$ cat config.mk
export PLATFORM = sky130hd
export DESIGN_NAME = vertex_attribute_layout_packer_core
export DESIGN_NICKNAME = d
export VERILOG_FILES = /design/src/design/valp_pkg.sv /design/src/design/vertex_attribute_layout_packer_core.sv /design/src/design/valp_attr_decode.sv /design/src/design/valp_layout.sv
export SDC_FILE = /design/constraint.sdc
export NUM_CORES = 1
export LEC_CHECK = 0
export ABC_AREA = 1
export ABC_CLOCK_PERIOD_IN_PS = 3500
export BUFFER_PORTS_ARGS = -buffer_cell sky130_fd_sc_hd__buf_2
export CORE_MARGIN = 3
export CORE_UTILIZATION = 30
export CTS_CLUSTER_DIAMETER = 50
export CTS_CLUSTER_SIZE = 12
export DETAILED_ROUTE_END_ITERATION = 8
export GPL_ROUTABILITY_DRIVEN = 0
export GPL_TIMING_DRIVEN = 0
export PLACE_DENSITY = 0.57
export SKIP_CTS_REPAIR_TIMING = 1
export SLEW_MARGIN = 20
export SYNTH_ARGS = -nofsm -noshare
export SYNTH_HDL_FRONTEND = slang
export SYNTH_SLANG_ARGS = --single-unit
$ cat constraint.sdc
create_clock -name clk_i -period 3.5 [get_ports clk_i]
set_input_delay 0.525 -clock clk_i [delete_from_list [all_inputs] [get_ports clk_i]]
set_output_delay 0.525 -clock clk_i [all_outputs]
set_load 0.005 [all_outputs]
$ cat src/design/valp_pkg.sv
// ----------------------------------------------------------------------------
// valp_pkg
// Shared constants, types and lookup functions for the vertex attribute
// layout packer.
// ----------------------------------------------------------------------------
`timescale 1ns / 1ps

package valp_pkg;

  localparam int MAX_ATTRS = 16;

  localparam int KIND_W   = 3;
  localparam int COUNT_W  = 3;
  localparam int INDEX_W  = 4;
  localparam int OFFSET_W = 9;
  localparam int SIZE_W   = 5;
  localparam int ALIGN_W  = 3;  // alignment minus one, alignment is 1..8
  localparam int CNT_W    = $clog2(MAX_ATTRS + 1);

  localparam int S_TDATA_W = 8;
  localparam int M_TDATA_W = 32;

  typedef enum logic [KIND_W-1:0] {
    KIND_I8         = 3'd0,
    KIND_U8         = 3'd1,
    KIND_I16        = 3'd2,
    KIND_U16        = 3'd3,
    KIND_I32        = 3'd4,
    KIND_U32        = 3'd5,
    KIND_F32        = 3'd6,
    KIND_PACKED_I10 = 3'd7
  } comp_kind_e;

  typedef struct packed {
    logic [SIZE_W-1:0]  size;
    logic [ALIGN_W-1:0] align_m;
  } attr_info_t;

  typedef struct packed {
    logic [INDEX_W-1:0]  attr_index;
    logic [OFFSET_W-1:0] attr_offset;
    logic [SIZE_W-1:0]   attr_size;
    logic [OFFSET_W-1:0] stride;
    logic                stride_valid;
    logic                overflow;
  } attr_result_t;

  // log2 of the component size in bytes
  function automatic logic [1:0] comp_bytes_log2(input comp_kind_e kind);
    logic [1:0] res;
    case (kind)
      KIND_I8, KIND_U8:   res = 2'd0;
      KIND_I16, KIND_U16: res = 2'd1;
      default:            res = 2'd2;
    endcase
    return res;
  endfunction

  // round an offset up to a power-of-two alignment, wrapping at 9 bits
  function automatic logic [OFFSET_W-1:0] align_up(input logic [OFFSET_W-1:0] off,
                                                    input logic [ALIGN_W-1:0] align_m);
    logic [OFFSET_W-1:0] sum;
    sum = off + OFFSET_W'(align_m);
    return sum & ~OFFSET_W'(align_m);
  endfunction

endpackage

$ cat src/design/vertex_attribute_layout_packer_core.sv
// ----------------------------------------------------------------------------
// vertex_attribute_layout_packer_core
// Lays out vertex attributes in arrival order and reports the vertex stride.
// ----------------------------------------------------------------------------
// One attribute per clock while the master side keeps tready high: each
// transfer is captured in an input register, placed by a single add-and-mask
// against the running offset, and written to an output register. The first
// attribute of a format (tuser set, or anything after reset or a closed
// format) sits at offset 0; the attribute carrying tlast closes the format
// and returns the stride. Attributes beyond MAX_ATTRS are flagged and ignored.
`timescale 1ns / 1ps

module vertex_attribute_layout_packer_core import valp_pkg::*; (
  input  logic                 clk_i,
  input  logic                 rst_ni,
  input  logic                 s_axis_tvalid,
  output logic                 s_axis_tready,
  input  logic [S_TDATA_W-1:0] s_axis_tdata,   // comp_kind[2:0], comp_count[5:3]
  input  logic                 s_axis_tuser,   // first_attr
  input  logic                 s_axis_tlast,   // last_attr
  output logic                 m_axis_tvalid,
  input  logic                 m_axis_tready,
  output logic [M_TDATA_W-1:0] m_axis_tdata,   // attr_index[3:0], attr_offset[12:4],
                                               // attr_size[17:13], stride[26:18]
  output logic                 m_axis_tuser,   // overflow
  output logic                 m_axis_tlast    // stride_valid
);

  logic                in_vld_q;
  logic [KIND_W-1:0]   kind_q;
  logic [COUNT_W-1:0]  count_q;
  logic                first_q;
  logic                last_q;

  logic                out_vld_q;
  attr_result_t        res_q;

  logic                advance;
  attr_info_t          info;
  attr_result_t        res;

  assign advance       = in_vld_q && (!out_vld_q || m_axis_tready);
  assign s_axis_tready = !in_vld_q || advance;

  always_ff @(posedge clk_i or negedge rst_ni) begin
    if (!rst_ni) begin
      in_vld_q <= 1'b0;
    end else if (s_axis_tready) begin
      in_vld_q <= s_axis_tvalid;
    end
  end

  always_ff @(posedge clk_i) begin
    if (s_axis_tvalid && s_axis_tready) begin
      kind_q  <= s_axis_tdata[KIND_W-1:0];
      count_q <= s_axis_tdata[KIND_W+COUNT_W-1:KIND_W];
      first_q <= s_axis_tuser;
      last_q  <= s_axis_tlast;
    end
  end

  valp_attr_decode u_decode (
    .comp_kind_i  (kind_q),
    .comp_count_i (count_q),
    .info_o       (info)
  );

  valp_layout u_layout (
    .clk_i    (clk_i),
    .rst_ni   (rst_ni),
    .step_i   (advance),
    .info_i   (info),
    .first_i  (first_q),
    .last_i   (last_q),
    .result_o (res)
  );

  always_ff @(posedge clk_i or negedge rst_ni) begin
    if (!rst_ni) begin
      out_vld_q <= 1'b0;
    end else if (!out_vld_q || m_axis_tready) begin
      out_vld_q <= in_vld_q;
    end
  end

  always_ff @(posedge clk_i) begin
    if (advance) begin
      res_q <= res;
    end
  end

  assign m_axis_tvalid = out_vld_q;
  assign m_axis_tdata  = M_TDATA_W'({res_q.stride, res_q.attr_size,
                                     res_q.attr_offset, res_q.attr_index});
  assign m_axis_tuser  = res_q.overflow;
  assign m_axis_tlast  = res_q.stride_valid;

`ifndef SYNTHESIS
  a_ovf_zero: assert property (@(posedge clk_i) disable iff (!rst_ni)
    m_axis_tvalid && m_axis_tuser |-> m_axis_tdata[12:0] == 13'd0)
    else $error("ignored attribute reported a placement");

  a_stride_zero: assert property (@(posedge clk_i) disable iff (!rst_ni)
    m_axis_tvalid && !m_axis_tlast |-> m_axis_tdata[26:18] == 9'd0)
    else $error("stride reported without closing the format");

  a_size_range: assert property (@(posedge clk_i) disable iff (!rst_ni)
    m_axis_tvalid |-> m_axis_tdata[17:13] != 5'd0 && m_axis_tdata[17:13] <= 5'd16)
    else $error("attribute size out of range");
`endif

endmodule

$ cat src/design/valp_attr_decode.sv
// ----------------------------------------------------------------------------
// valp_attr_decode
// Byte size and alignment of one attribute from its component type and count.
// ----------------------------------------------------------------------------
`timescale 1ns / 1ps

module valp_attr_decode import valp_pkg::*; (
  input  logic [KIND_W-1:0]  comp_kind_i,
  input  logic [COUNT_W-1:0] comp_count_i,
  output attr_info_t         info_o
);

  comp_kind_e   kind;
  logic [1:0]   cl;
  logic [2:0]   count;

  assign kind = comp_kind_e'(comp_kind_i);
  assign cl   = comp_bytes_log2(kind);

  always_comb begin
    if (comp_count_i == 3'd0) begin
      count = 3'd1;
    end else if (comp_count_i > 3'd4) begin
      count = 3'd4;
    end else begin
      count = comp_count_i;
    end
  end

  always_comb begin
    if (kind == KIND_PACKED_I10) begin
      info_o.size    = SIZE_W'(4);
      info_o.align_m = ALIGN_W'(3);
    end else begin
      info_o.size = SIZE_W'(count) << cl;
      if (count == 3'd3 && cl != 2'd2) begin
        info_o.align_m = (cl == 2'd1) ? ALIGN_W'(7) : ALIGN_W'(3);
      end else begin
        info_o.align_m = ALIGN_W'((4'd1 << cl) - 4'd1);
      end
    end
  end

endmodule

$ cat src/design/valp_layout.sv
// ----------------------------------------------------------------------------
// valp_layout
// Running offset, first alignment and attribute count of the open format;
// places one attribute per step and computes its result.
// ----------------------------------------------------------------------------
`timescale 1ns / 1ps

module valp_layout import valp_pkg::*; (
  input  logic         clk_i,
  input  logic         rst_ni,
  input  logic         step_i,
  input  attr_info_t   info_i,
  input  logic         first_i,
  input  logic         last_i,
  output attr_result_t result_o
);

  logic [OFFSET_W-1:0] run_off_q, run_off_d;
  logic [ALIGN_W-1:0]  first_align_q, first_align_d;
  logic [CNT_W-1:0]    cnt_q, cnt_d;

  logic                start;
  logic                ovf;
  logic [OFFSET_W-1:0] place_off;

  assign start     = first_i || (cnt_q == '0);
  assign ovf       = !start && (cnt_q >= CNT_W'(MAX_ATTRS));
  assign place_off = align_up(run_off_q, info_i.align_m);

  always_comb begin
    run_off_d     = run_off_q;
    first_align_d = first_align_q;
    cnt_d         = cnt_q;
    result_o      = '0;
    result_o.attr_size = info_i.size;
    if (start) begin
      run_off_d     = OFFSET_W'(info_i.size);
      first_align_d = info_i.align_m;
      cnt_d         = CNT_W'(1);
    end else if (ovf) begin
      result_o.overflow = 1'b1;
    end else begin
      result_o.attr_index  = INDEX_W'(cnt_q);
      result_o.attr_offset = place_off;
      run_off_d            = place_off + OFFSET_W'(info_i.size);
      cnt_d                = cnt_q + CNT_W'(1);
    end
    if (last_i) begin
      result_o.stride       = align_up(run_off_d, first_align_d);
      result_o.stride_valid = 1'b1;
      cnt_d                 = '0;
    end
  end

  always_ff @(posedge clk_i or negedge rst_ni) begin
    if (!rst_ni) begin
      run_off_q     <= '0;
      first_align_q <= '0;
      cnt_q         <= '0;
    end else if (step_i) begin
      run_off_q     <= run_off_d;
      first_align_q <= first_align_d;
      cnt_q         <= cnt_d;
    end
  end

`ifndef SYNTHESIS
  a_cnt_bound: assert property (@(posedge clk_i) disable iff (!rst_ni)
    cnt_q <= CNT_W'(MAX_ATTRS))
    else $error("attribute count beyond maximum");

  a_close: assert property (@(posedge clk_i) disable iff (!rst_ni)
    step_i && last_i |=> cnt_q == '0)
    else $error("format not closed after last attribute");

  a_ovf_hold: assert property (@(posedge clk_i) disable iff (!rst_ni)
    step_i && ovf && !last_i |=> $stable(cnt_q) && $stable(run_off_q))
    else $error("ignored attribute changed layout state");

  a_first_align: assert property (@(posedge clk_i) disable iff (!rst_ni)
    first_align_q == 3'd0 || first_align_q == 3'd1 || first_align_q == 3'd3 ||
    first_align_q == 3'd7)
    else $error("first alignment not a power of two");
`endif

endmodule
==> summary.md <==
| Metric | Value |
|---|---|
| Synthesized cell area | 0.00321 mm² |
| F_max | 0.286 GHz |
| CTS root buf | clkbuf_8 |
| Total CTS buffers | 5 |
| Tot GR Track Use | 12.3% |
| Power per cell area | 558 mW/mm² |
| Num rows | 37 |
| Antenna violations before repair | 0 |
| Setup WS pre-CTS | -335 ps |
| Antenna fix cells | 0 |
| Final Hold Fails | 0 |
| Largest net degree at the start of global routing | 22 |
| Maximum clock path buffer count | 2 |
| Final period util | 99.9% |
| Iteration-0 DRC Markers | 98 |
| Finished Layout Cells | 566 |
| Wire per inst | 12.9 µm |
| DRC | 0 |
| Die Area | 0.0120 mm² |
| Drt pass-1 iters | 4 |
| Power after layout | 2.25 mW |
| Crit. End Element | flop |
| First-pass GRT wire length | 11400 µm |
| Overflow left after global routing | 0 |
| Clock-pin slew on the worst setup and hold paths | 100 ps |
| Status | finished, final reports clean |
| Worst r2r dst | m_axis_tdata[26]$_SDFFCE_PN0P_ |
| Post-DP Area | 0.00363 mm² |
| Ys async rst share | 33.9% |
| Nets@finish | 457 |
| H-tree Lvls | 2 |
| R2r startpoint | count_q[2]$_DFFE_PP_ |
| CP Data Required Time | 3580 ps |
| Mapped Avg Cell Area | 9.03 µm² |
| Post-Synthesis Cells | 355 |
| Hold crit path type | in2async |
| Buffers on Ports | 42 |
| Flop2flop setup slack | 4 ps |
| Logic pwr share | 44.9% |
| CTS tree | yes |
| Reg2Reg Depth | 17 |
| Most common cell after layout, fill and taps aside | nand2_1 |
| RSZ-0062 raised after global routing | yes |
| Die height | 109 µm |
| Most frequent cells in the layout | nand2_1 (73), buf_2 (42), inv_1 (39) |
| Syn. warnings | 0 |
| Placed insts | 538 |
| Final antenna-violating net count | 0 |
| Final critical-path required period | 3500 ps |
| Die W | 109 µm |
| Worst clock skew | 7.85 ps |
| Final instance area | 0.00403 mm² |
| Clk sink count | 56 |
| Critical Path AT | 3580 ps |
| Distinct cells, synth | 40 |
| Vias post-DR | 2586 |
| DRT Wirelength | 7310 µm |
| Slew headroom | 55.1% |
| Crit path max fanout | 4 |
| Dpl hpwl | 5310 µm |
| Int Pwr | 1.39 mW |
| Via density | 4.57 |
| Layout cells sized above 1 | 31.6% |
| Switching share of power | 38.4% |
| VDD IR max | 209 µV |
| Clk_lat worst skew | 310 ps |
| Flop pwr share | 39.6% |
| Yosys reg bits | 56 |
| Initial Util | 30.9% |
| Layout area overhead | 25.7% |
| EDFF count, synth | 37 |
| Kind of start point of the critical path | flop |
| Final setup margin | 3.96 ps |
| Max-slew violations | 0 |
| Ports | 50 |
| CP Class | reg2reg |
| Post-synthesis sequential area ratio | 49.5% |
| Power share of the clock group | 15.6% |
| Sw power | 0.863 mW |
| Number of global-route vias before repair | 2401 |
| Core box area | 0.0104 mm² |
| Leakage power | 1.78 nW |
| Post-synth top flop | edfxtp_1 |
| Slew @ Worst Pin | 667 ps |
| Setup violations, final | 0 |
| Max Cap Violations | 0 |
metal layers:
layer | track usage [%] | vias to the layer above | routed length, µm
met5 | 0 | - | 0
met4 | 4.81 | 0 | 158
met3 | 2.17 | 13 | 318
met2 | 20.1 | 56 | 3530
met1 | 16.4 | 1211 | 3300
li1 | - | 1306 | -
flip-flops by register name, indices dropped and copies added (netlist names):
name and count:
m_axis_tdata 27, u_layout.run_off_q 9, u_layout.cnt_q 5, count_q 3, kind_q 3, u_layout.first_align_q 3
first_q 1, in_vld_q 1, last_q 1, m_axis_tlast 1, m_axis_tuser 1, m_axis_tvalid 1
layout make-up:
cell class | instances | area [µm²]
multi-input combinational | 244 | 1550
clock inverter | 1 | 3.75
tap | 136 | 170
clock buffer | 7 | 76.3
inverter | 50 | 190
timing repair buffer | 63 | 388
buffer | 9 | 65.1
sequential | 56 | 1590
fill | 1088 | 6340
worst max-delay path: stages (launching register included):
cell      delay, ps
edfxtp_1        440
inv_2           110
nand3_4         110
nand3_4         140
nand2_4          50
fa_2            580
nor2_4           40
fa_2            530
o22ai_2          80
a21oi_2         250
fa_2            270
nand2_2          60
nand2_2         100
nand3_4          90
a21oi_4         170
nand3_2         100
nor2_2           90
nor2_1           40
Yosys cell counts, types with 2 or more instances:
master | number | area, µm²
nand2_1 | 80 | 300
inv_1 | 41 | 154
edfxtp_1 | 37 | 1110
nor2_1 | 36 | 135
nand3_1 | 20 | 100
dfrtp_1 | 19 | 475
o21ai_0 | 16 | 80.1
a21oi_1 | 12 | 60.1
ha_1 | 11 | 138
o21ai_1 | 8 | 40.0
buf_4 | 6 | 45.0
inv_2 | 6 | 22.5
nand4_1 | 6 | 37.5
nor3_1 | 6 | 30.0
nand3_2 | 5 | 50.1
nand2_2 | 4 | 25.0
xnor2_1 | 4 | 35.0
xor2_1 | 4 | 35.0
fa_1 | 3 | 60.1
nand2_4 | 3 | 33.8
nor2_4 | 3 | 33.8
o22ai_1 | 3 | 18.8
a21oi_2 | 2 | 17.5
clkbuf_1 | 2 | 7.51
clkinv_1 | 2 | 7.51
or2_2 | 2 | 12.5
cell families (layout without fill, tap and decap cells):
family,Yosys count,in the layout,share of synthesized area [%]
and+or+nand+nor,169,169,25.3
buffers and inverters,59,130,7.92
DFF,56,56,49.5
AOI/OAI and AO/OA,47,47,8.51
adders and majority gates,14,14,6.17
xor gates and xnor gates,8,8,2.19
other,1,5,0.117
muxes,1,1,0.351
through the flow:
step / setup TNS, ps / hold slack (ps) / util [%]
6_report: 0 / 146 / 38.9
5_1_grt: -660 / 174 / 38.9
4_1_cts: -1180 / 160 / 35.8
3_5_place_dp: -1020 / 459 / 35.0
3_3_place_gp: -713 / 440 / 34.7
2_1_floorplan: 0 / 229 / -
power groups by stage:
stage / logic [mW] / registers [mW] / clock network [mW]
after floorplan: 0.592 / 0.901 / 0
after global routing: 1.12 / 0.902 / 0.391
after detailed placement: 0.816 / 0.904 / 0
after global placement: 0.786 / 0.903 / 0
final: 1.01 / 0.890 / 0.350
after CTS: 0.821 / 0.889 / 0.367
worst max-delay path by stage:
stage                               from                        endpoint
CTS                  kind_q[2]$_DFFE_PP_  m_axis_tdata[26]$_SDFFCE_PN0P_
floorplan           count_q[2]$_DFFE_PP_  m_axis_tdata[26]$_SDFFCE_PN0P_
detailed placement   kind_q[2]$_DFFE_PP_  m_axis_tdata[26]$_SDFFCE_PN0P_
finish              count_q[2]$_DFFE_PP_  m_axis_tdata[26]$_SDFFCE_PN0P_
global route        count_q[2]$_DFFE_PP_  m_axis_tdata[26]$_SDFFCE_PN0P_
global placement     kind_q[2]$_DFFE_PP_  m_axis_tdata[26]$_SDFFCE_PN0P_
No activity file was read; power rests on OpenSTA's default activity.
